## config.mk

```make
export PLATFORM = sky130hd
export DESIGN_NAME = spike_filter_edge_trigger_top
export DESIGN_NICKNAME = d
export VERILOG_FILES = /design/src/sfet_pkg.sv /design/src/sfet_cfg_regs.sv /design/src/sfet_step.sv /design/src/spike_filter_edge_trigger_top.sv
export SDC_FILE = /design/constraint.sdc
export NUM_CORES = 1
export LEC_CHECK = 0
export BUFFER_PORTS_ARGS = -buffer_cell sky130_fd_sc_hd__buf_2
export CORE_MARGIN = 1
export CORE_UTILIZATION = 40
export CTS_CLUSTER_DIAMETER = 60
export DETAILED_ROUTE_END_ITERATION = 8
export PLACE_DENSITY = 0.54
export SETUP_SLACK_MARGIN = 0.02
export SLEW_MARGIN = 20
export SYNTH_ARGS = -nofsm -noshare
export SYNTH_HDL_FRONTEND = slang
export SYNTH_SLANG_ARGS = --single-unit
```

## constraint.sdc

```tcl
create_clock -name i_clk -period 15.47 [get_ports i_clk]
set_input_delay 3.094 -clock i_clk [delete_from_list [all_inputs] [get_ports i_clk]]
set_output_delay 3.094 -clock i_clk [all_outputs]
set_load 0.01 [all_outputs]
```

## src/sfet_pkg.sv

```systemverilog
package sfet_pkg;

    localparam int SAMPLE_W    = 12;
    localparam int TDATA_IN_W  = 16;
    localparam int TDATA_OUT_W = 16;
    localparam int TUSER_OUT_W = 3;
    localparam int CFG_ADDR_W  = 2;
    localparam int CFG_DATA_W  = 12;
    localparam int MODE_W      = 2;

    localparam logic [SAMPLE_W-1:0] THRESH_RST = 12'd2048;

    typedef enum logic [CFG_ADDR_W-1:0] {
        CFG_FILTER_EN   = 2'd0,
        CFG_SPIKE_LIMIT = 2'd1,
        CFG_THRESH      = 2'd2,
        CFG_TRIG_MODE   = 2'd3
    } t_cfg_idx;

    typedef enum logic [MODE_W-1:0] {
        TRIG_RISE = 2'd0,
        TRIG_FALL = 2'd1,
        TRIG_OFF  = 2'd2
    } t_trig_mode;

    typedef enum logic [1:0] {
        FILL_EMPTY  = 2'd0,
        FILL_CENTER = 2'd1,
        FILL_FULL   = 2'd2
    } t_fill;

    typedef struct packed {
        logic                filter_en;
        logic [SAMPLE_W-1:0] spike_limit;
        logic [SAMPLE_W-1:0] thresh;
        logic [MODE_W-1:0]   trig_mode;
    } t_cfg;

    typedef struct packed {
        logic [SAMPLE_W-1:0] last_out;
        logic [SAMPLE_W-1:0] center;
        t_fill               fill;
        logic                armed;
    } t_state;

    typedef struct packed {
        logic                out_valid;
        logic [SAMPLE_W-1:0] out_sample;
        logic                spike_fixed;
        logic                triggered;
    } t_result;

endpackage

```

## src/sfet_cfg_regs.sv

```systemverilog
module sfet_cfg_regs
    import sfet_pkg::*;
(
    input  logic                  i_clk,
    input  logic                  i_rst_n,
    input  logic                  i_we,
    input  logic [CFG_ADDR_W-1:0] i_addr,
    input  logic [CFG_DATA_W-1:0] i_wdata,
    output t_cfg                  o_cfg
);

    t_cfg r_cfg;

    always_ff @(posedge i_clk) begin
        if (!i_rst_n) begin
            r_cfg.filter_en   <= 1'b0;
            r_cfg.spike_limit <= '0;
            r_cfg.thresh      <= THRESH_RST;
            r_cfg.trig_mode   <= TRIG_RISE;
        end else if (i_we) begin
            unique case (t_cfg_idx'(i_addr))
                CFG_FILTER_EN:   r_cfg.filter_en   <= i_wdata[0];
                CFG_SPIKE_LIMIT: r_cfg.spike_limit <= i_wdata[SAMPLE_W-1:0];
                CFG_THRESH:      r_cfg.thresh      <= i_wdata[SAMPLE_W-1:0];
                CFG_TRIG_MODE:   r_cfg.trig_mode   <= i_wdata[MODE_W-1:0];
            endcase
        end
    end

    assign o_cfg = r_cfg;

endmodule

```

## src/sfet_step.sv

```systemverilog
module sfet_step
    import sfet_pkg::*;
(
    input  t_cfg                i_cfg,
    input  t_state              i_state,
    input  logic [SAMPLE_W-1:0] i_sample,
    input  logic                i_restart,
    output t_state              o_state,
    output t_result             o_result
);

    logic [SAMPLE_W-1:0] diff_left;
    logic [SAMPLE_W-1:0] diff_right;
    logic [SAMPLE_W:0]   nbr_sum;
    logic                is_spike;
    logic [SAMPLE_W-1:0] filt;
    logic                edge_hit;

    // Distances of the centre from the filtered left and the new right sample.
    assign diff_left  = (i_state.last_out > i_state.center) ?
                        i_state.last_out - i_state.center :
                        i_state.center - i_state.last_out;
    assign diff_right = (i_sample > i_state.center) ?
                        i_sample - i_state.center :
                        i_state.center - i_sample;
    assign nbr_sum    = {1'b0, i_state.last_out} + {1'b0, i_sample};
    assign is_spike   = i_cfg.filter_en && (diff_left > i_cfg.spike_limit)
                        && (diff_right > i_cfg.spike_limit);
    assign filt       = is_spike ? nbr_sum[SAMPLE_W:1] : i_state.center;

    always_comb begin
        unique case (i_cfg.trig_mode)
            TRIG_RISE: edge_hit = (i_state.last_out < i_cfg.thresh)
                                  && (filt > i_cfg.thresh);
            TRIG_FALL: edge_hit = (i_state.last_out > i_cfg.thresh)
                                  && (filt < i_cfg.thresh);
            default:   edge_hit = 1'b0;
        endcase
    end

    always_comb begin
        o_state         = i_state;
        o_state.center  = i_sample;
        o_result        = '0;
        if (i_restart || i_state.fill == FILL_EMPTY) begin
            // start a capture; drop any pending centre
            o_state.fill = FILL_CENTER;
            if (i_restart) begin
                o_state.armed = 1'b1;
            end
        end else if (i_state.fill == FILL_CENTER) begin
            // first word of a capture passes untouched
            o_result.out_valid  = 1'b1;
            o_result.out_sample = i_state.center;
            o_state.last_out    = i_state.center;
            o_state.fill        = FILL_FULL;
        end else begin
            o_result.out_valid   = 1'b1;
            o_result.out_sample  = filt;
            o_result.spike_fixed = is_spike;
            o_result.triggered   = i_state.armed && edge_hit;
            if (i_state.armed && edge_hit) begin
                o_state.armed = 1'b0;
            end
            o_state.last_out = filt;
            o_state.fill     = FILL_FULL;
        end
    end

endmodule

```

## src/spike_filter_edge_trigger_top.sv

```systemverilog
// Spike filter with one-shot edge trigger.
//
// Slave stream: one converter sample per word in s_axis_tdata, s_axis_tuser
// set on the first word of a capture. Master stream: one result word per
// accepted input word, carrying the filtered sample of the previous position
// and three flags (valid, spike fixed, triggered) in m_axis_tuser.
// Configuration: plain write port; registers are written only while idle,
// a rule for the user that the block itself does not enforce.
//
// An accepted word is stepped from the input register into the result
// register, which drives the master side. One word per cycle while the
// receiver takes words: the filter state feeds back within the single
// step stage, so consecutive words never wait for each other.
// Reset (synchronous, active low) clears both stages, empties the capture,
// arms the trigger and loads the register defaults (level 2048).
// When the receiver stalls, the result register holds its word, the input
// register fills behind it and then s_axis_tready drops until the word
// is taken.
module spike_filter_edge_trigger_top
    import sfet_pkg::*;
(
    input  logic                   i_clk,
    input  logic                   i_rst_n,
    // configuration write port
    input  logic                   i_cfg_we,
    input  logic [CFG_ADDR_W-1:0]  i_cfg_addr,
    input  logic [CFG_DATA_W-1:0]  i_cfg_wdata,
    // slave stream
    input  logic                   s_axis_tvalid,
    output logic                   s_axis_tready,
    input  logic [TDATA_IN_W-1:0]  s_axis_tdata,  // [11:0] sample, [15:12] zero
    input  logic                   s_axis_tuser,  // [0] restart
    // master stream
    output logic                   m_axis_tvalid,
    input  logic                   m_axis_tready,
    output logic [TDATA_OUT_W-1:0] m_axis_tdata,  // [11:0] out_sample, [15:12] zero
    output logic [TUSER_OUT_W-1:0] m_axis_tuser   // [0] out_valid, [1] spike_fixed,
                                                  // [2] triggered
);

    t_cfg                cfg;
    t_state              n_state;
    t_result             n_result;
    logic                out_adv;
    logic                step_adv;
    logic                in_take;

    logic                r_in_valid;
    logic [SAMPLE_W-1:0] r_in_sample;
    logic                r_in_restart;
    t_state              r_state;
    logic                r_out_valid;
    t_result             r_out;

    sfet_cfg_regs u_cfg (
        .i_clk   (i_clk),
        .i_rst_n (i_rst_n),
        .i_we    (i_cfg_we),
        .i_addr  (i_cfg_addr),
        .i_wdata (i_cfg_wdata),
        .o_cfg   (cfg)
    );

    sfet_step u_step (
        .i_cfg     (cfg),
        .i_state   (r_state),
        .i_sample  (r_in_sample),
        .i_restart (r_in_restart),
        .o_state   (n_state),
        .o_result  (n_result)
    );

    // Result register frees when empty or when its word is taken.
    assign out_adv       = !r_out_valid || m_axis_tready;
    assign step_adv      = r_in_valid && out_adv;
    assign s_axis_tready = !r_in_valid || out_adv;
    assign in_take       = s_axis_tvalid && s_axis_tready;

    // Input register: hold the word until the step stage consumes it.
    always_ff @(posedge i_clk) begin
        if (!i_rst_n) begin
            r_in_valid <= 1'b0;
        end else if (in_take) begin
            r_in_valid <= 1'b1;
        end else if (step_adv) begin
            r_in_valid <= 1'b0;
        end
    end

    always_ff @(posedge i_clk) begin
        if (in_take) begin
            r_in_sample  <= s_axis_tdata[SAMPLE_W-1:0];
            r_in_restart <= s_axis_tuser;
        end
    end

    // Filter state advances exactly once per consumed word.
    always_ff @(posedge i_clk) begin
        if (!i_rst_n) begin
            r_state.last_out <= '0;
            r_state.center   <= '0;
            r_state.fill     <= FILL_EMPTY;
            r_state.armed    <= 1'b1;
        end else if (step_adv) begin
            r_state <= n_state;
        end
    end

    // Result register: load on step, drop once taken.
    always_ff @(posedge i_clk) begin
        if (!i_rst_n) begin
            r_out_valid <= 1'b0;
        end else if (step_adv) begin
            r_out_valid <= 1'b1;
        end else if (m_axis_tready) begin
            r_out_valid <= 1'b0;
        end
    end

    always_ff @(posedge i_clk) begin
        if (step_adv) begin
            r_out <= n_result;
        end
    end

    assign m_axis_tvalid = r_out_valid;
    assign m_axis_tdata  = {{(TDATA_OUT_W-SAMPLE_W){1'b0}}, r_out.out_sample};
    assign m_axis_tuser  = {r_out.triggered, r_out.spike_fixed, r_out.out_valid};

endmodule

```

Word level (Yosys, flattened, before mapping)
Cells that the tools add are included.

storage, ports and cells
  bits of input ports = 36
  logic and storage cells = 76
  flip-flop bits (word level) = 84

operators by class
  order comparisons = 8
  bitwise operators = 1
  reductions and logical operators = 25
  multiplexer cells = 14
  add/sub/neg operators = 5
  equal/unequal tests = 7

operators with widths
  kind                                                                     count
  12-bit > comparator                                                      6
  12-bit two-way mux                                                       5
  12-bit subtractor                                                        4
  12-bit < comparator                                                      2
  12-bit by 12-bit adder with 13-bit output                                1
  2-bit AND reduction                                                      5
  1-bit logical AND                                                        7
  1-bit two-way mux                                                        7
  2-bit by 1-bit equality test with 1-bit output, second input constant    3
  2-bit logical NOT                                                        3
  2-bit nonzero test                                                       3
  2-bit equality test, second input constant                               2
  4-bit AND reduction                                                      1
  1-bit logical OR                                                         3
  3-bit two-way mux                                                        1
  1-bit logical NOT                                                        2
  2-bit by 1-bit inequality test with 1-bit output, second input constant  1
  2-bit inequality test, second input constant                             1
  1-bit case mux with 2 select lines                                       1
  2-bit OR reduction                                                       1
  1-bit NOT                                                                1

Longest topological paths before layout
  depth after elaboration = 13
  gate-level depth with buffers = 30
  depth with buffers taken out = 29

Modules after synthesis
A second synthesis with hierarchy kept.

unflattened totals
  cell total of the unflattened synthesis = 836
  area total of the unflattened synthesis = 7389.6 µm²

by module, submodules not included
  module                         area an instance (µm²)  cells an instance  sequential area each (µm²)  times used
  sfet_step                      4284.1                  571                0.0                         1
  spike_filter_edge_trigger_top  2073.2                  160                1421.4                      1
  sfet_cfg_regs                  1032.2                  105                540.5                       1

Worst setup path before layout
No wires, ideal clock.

  kind = input -> output
  start = in m_axis_tready
  end = out s_axis_tready
  data required time = 12376 ps
  slack = 8984 ps
  stages = 2
  arrival = 3392 ps
  cell sequence = nor2b_1 nand2_1

between the ends
  word-level cells in the longest chain between the ends = 2

RTL lines
  what              line                                 source
  from (decl)       spike_filter_edge_trigger_top.sv:35  input logic m_axis_tready,
  1-bit logical OR  spike_filter_edge_trigger_top.sv:74  assign out_adv = !r_out_valid || m_axis_tready;
  1-bit logical OR  spike_filter_edge_trigger_top.sv:76  assign s_axis_tready = !r_in_valid || out_adv;
  to (decl)         spike_filter_edge_trigger_top.sv:30  output logic s_axis_tready,

No other way between the ends.

Final worst setup path
  start = reg r_state[4] (netlist bit)
  end = reg r_state[0] (netlist bit)

between the ends
  word-level cells in the longest chain between the ends = 12
  elaborated cells on any way between the ends = 21

RTL lines
  what                                                               line                                  source
  from (decl)                                                        spike_filter_edge_trigger_top.sv:51   t_state r_state;
  from (signal assigned)                                             spike_filter_edge_trigger_top.sv:105  r_state <= n_state;
  12-bit subtractor (tied with other cells)                          sfet_step.sv:22                       i_state.center - i_state.last_out;
  12-bit two-way mux                                                 sfet_step.sv:20                       assign diff_left = (i_state.last_out > i_state.center) ?
  12-bit > comparator                                                sfet_step.sv:27                       assign is_spike = i_cfg.filter_en && (diff_left > i_cfg.spike_limit)
  1-bit logical AND                                                  sfet_step.sv:27
  1-bit logical AND                                                  sfet_step.sv:28                       && (diff_right > i_cfg.spike_limit);
  12-bit two-way mux *                                               sfet_step.sv:29                       assign filt = is_spike ? nbr_sum[SAMPLE_W:1] : i_state.center;
  12-bit < comparator / 12-bit > comparator (equally long branches)  sfet_step.sv:36, sfet_step.sv:34
  1-bit logical AND (on tied branches)                               sfet_step.sv:36, sfet_step.sv:34
  1-bit case mux with 2 select lines *                               sfet_step.sv:32                       unique case (i_cfg.trig_mode)
  1-bit logical AND *                                                sfet_step.sv:62                       if (i_state.armed && edge_hit) begin
  2-bit nonzero test (no line) *                                     -
  4-bit AND reduction (no line) *                                    -

Every way passes the cells marked *; elsewhere a longest branch is shown, timed or not.
A chain may end at the register's enable or synchronous reset.

==> results.sh <==
export IMPL_syn_to_final_growth_pct=9.433
export IMPL_layout_nets=1007
export IMPL_vias=5738
export IMPL_period_needed_ns=7.292
export IMPL_clkTransAtPathRegs_ns=0.07
export IMPL_critical_path_class="flop to flop"
export IMPL_synth_top_flop_cell="dfxtp_1"
export IMPL_htree_levels=3
export IMPL_path_max_fanout=16
export IMPL_clock_path_buffers=2
export IMPL_worst_pin_slew_ns=1.042
export IMPL_chipWidth_um=135.1
export IMPL_synth_area_um2=7083
export IMPL_synthCells=833
export IMPL_synthArstFlopShare_pct=0
export IMPL_drt_iter0_markers=279
export IMPL_hold_buffers=0
export IMPL_finalSetupViolCount=0
export IMPL_holdCritStartpoint="u_cfg.o_cfg[9]"
export IMPL_synth_distinct_cells=67
export IMPL_cts_setup_buffers=0
export IMPL_grt_first_pass_wirelength_mm=30.22
export IMPL_start_kind="flop"
export IMPL_power_density_nw_per_um2=84.29
export IMPL_dp_cells=1075
export IMPL_avgRoutedWirePerCell_um=17.13
export IMPL_finalCritPeriodShare_pct=47.13
export IMPL_cap_violations=0
export IMPL_syn_area_per_cell_um2=8.503
export IMPL_cp_required_ns=15.65
export IMPL_grt_pass1_vias=5718
export IMPL_power_mw=0.6533
export IMPL_overflow=0
export IMPL_drt_wl_total_mm=18.69
export IMPL_cts_root_buf="clkbuf_16"
export IMPL_core_um2=17300
export IMPL_pin_count=57
export IMPL_drc=0
export IMPL_yosysTopAreaCell="ha_1"
export IMPL_fmaxAchievable_mhz=137.1
export IMPL_initial_core_util_pct=40.95
export IMPL_fp_dieH_um=135.1
export IMPL_post_cts_resized=0
export IMPL_place_hpwl_mm=15.10
export IMPL_ant_nets=0
export IMPL_cts_tree="yes"
export IMPL_first_pass_iters=4
export IMPL_r2r_start="r_state[4]"
export IMPL_yosysSeqAreaShare_pct=27.70
export IMPL_port_buffer_count=48
export IMPL_slew_viol_final=0
export IMPL_drive_above_1_share_pct=11.43
export IMPL_grt_max_degree=46
export IMPL_end_kind="flop"
export IMPL_nFillCells=1722
export IMPL_diodes=0
export IMPL_cp_startpoint="r_state[4]"
export IMPL_clock_skew_final_ns=0.007120
export IMPL_hold_viol_final=0
export IMPL_cp_arrival_ns=7.47
export IMPL_min_path_type="flop to flop"
export IMPL_rows=48
export IMPL_gp_routability_congestion=0.8592
export IMPL_leakage_nw=3.351
export IMPL_grt_usage_pct=21.59
export IMPL_peakVddDrop_mv=0.05099
export IMPL_die_area_um2=18240
export IMPL_synth_area_leaders="ha_1 (19%), dfxtp_1 (16%), edfxtp_1 (12%), nand2_1 (5.9%), inv_1 (4.0%)"
export IMPL_rsz0062_at_grt="no"
export IMPL_finalSetupTns_ns=0
export IMPL_status="finished clean"
export IMPL_ys_ff_latch=84
export IMPL_cts_sinks=84
export IMPL_antenna_found_initial=0
export IMPL_clk_latency_ns=0.34
export IMPL_synth_top_cell_area_share_pct=18.55
export IMPL_final_cells=1091
export IMPL_synth_edf_count=28
export IMPL_yosys_warnings=0
export IMPL_relSlewSlack_pct=30.45
export IMPL_via_per_inst=5.259
export IMPL_cts_buffers=9
[state kept, by name (all words and copies together), names as in the netlist]
signal,flops
r_state,27
u_cfg.o_cfg,27
m_axis_tdata,12
r_in_sample,12
m_axis_tuser,3
m_axis_tvalid,1
r_in_restart,1
r_in_valid,1
[cell type report]
| class | instances | area [um^2] | area share, % |
|---|---|---|---|
| clock buffer | 10 | 250.2 | 3.228 |
| clock inverter | 6 | 48.80 | 0.6295 |
| inverter | 75 | 281.5 | 3.632 |
| multi-input combinational | 643 | 4687 | 60.47 |
| sequential | 84 | 1962 | 25.31 |
| tap | 225 | 281.5 | 3.632 |
| timing repair buffer | 48 | 240.2 | 3.099 |
[metal layers]
metal	wire length, um	vias to the layer above	share of wire [%]	GRT usage, %
met1	9162	2657	49	28.95
met4	408	0	2.2	6.242
met3	440	15	2.4	1.727
li1	-	2977	-	-
met2	8679	89	46	36.94
met5	0	-	0	0
[path summary, 6_finish.rpt]
path	endpoint	slack (ns)	cells past startpoint
min	u_cfg.o_cfg[9]	0.47	2
max reg2reg	r_state[0]	8.18	25
min reg2reg	u_cfg.o_cfg[9]	0.47	2
max	r_state[0]	8.18	25
[logic make-up (layout without fill, tap and decap cells)]
group	Yosys count	after routing	share of synthesized area, %
buffers and inverters	109	139	6.324
AOI/OAI and AO/OA	216	216	20.12
other	1	4	0.05294
adders and majority gates	110	110	19.96
DFF	84	84	27.70
and+or+nand+nor	245	245	16.41
xor gates and xnor gates	28	28	3.462
muxes	40	40	5.971
[cells in the mapped netlist (all sizes together) (6+ instances only)]
| library cell | n |
|---|---|
| a211oi | 6 |
| a21boi | 37 |
| a21o | 31 |
| a21oi | 46 |
| a31oi | 7 |
| buf | 18 |
| clkbuf | 16 |
| dfxtp | 56 |
| edfxtp | 28 |
| ha | 105 |
| inv | 75 |
| mux2 | 18 |
| mux2i | 22 |
| nand2 | 111 |
| nand2b | 8 |
| nand3 | 12 |
| nand4 | 14 |
| nor2 | 43 |
| nor2b | 13 |
| nor3 | 15 |
| o211ai | 6 |
| o21a | 15 |
| o21ai | 46 |
| or2 | 7 |
| xnor2 | 15 |
| xor2 | 13 |
[stage by stage]
stage          instance area, um^2  util [%]  hold slack (ns)  worst slack [ns]
2_1_floorplan                 7094         -           0.4435             8.984
3_3_place_gp                  7450     43.07           0.4554             8.138
3_5_place_dp                  7450     43.07           0.4610             8.153
4_1_cts                       7749     44.80           0.4706             8.119
5_1_grt                       7751     44.81           0.4859             7.505
6_report                      7751     44.81           0.4671             8.178
[worst max-delay path, cell delays in order, from the launching register on]
cell and delay [ns]:
dfxtp_1 0.58, inv_1 0.24, fa_1 0.48, a211oi_1 0.27, o21ai_0 0.21, and4bb_4 0.27
nor2_4 0.38, mux2i_1 0.50, a2111oi_2 0.15, a211oi_2 0.23, xor2_1 0.10, ha_1 0.30
nand4_1 0.17, o21a_1 0.24, a22oi_1 0.43, nand2_1 0.45, mux2_2 0.42, ha_1 0.29
a21o_1 0.16, a21o_1 0.16, a21oi_1 0.20, o221a_2 0.23, nor4bb_1 0.26, mux2i_1 0.13
o21ai_0 0.17, nand3_1 0.09
[power by group]
part	internal [mW]	switching (mW)
logic	0.0839	0.106
registers	0.237	0.00988
clock network	0.121	0.0959
[cell usage in the layout, fill, tap and decap left out, types with 3 or more instances in the layout]
master,instances
a21boi_0,37
buf_2,48
inv_6,3
o21a_1,15
conb_1,4
xor2_1,13
a31oi_1,7
fa_1,5
clkbuf_16,10
dfxtp_1,56
ha_1,105
mux2_2,17
mux2i_1,22
xnor2_1,15
nor3_1,14
o211ai_1,6
inv_1,75
nand4_1,13
a21oi_1,46
or2_2,7
nand2b_1,8
and2_1,5
a21o_1,31
o21ai_0,43
nand3_1,12
nand2_1,111
a211oi_1,5
nor2_1,42
edfxtp_1,28
nor4_1,3
nor2b_1,12
Power figures use the tool's default switching activity.
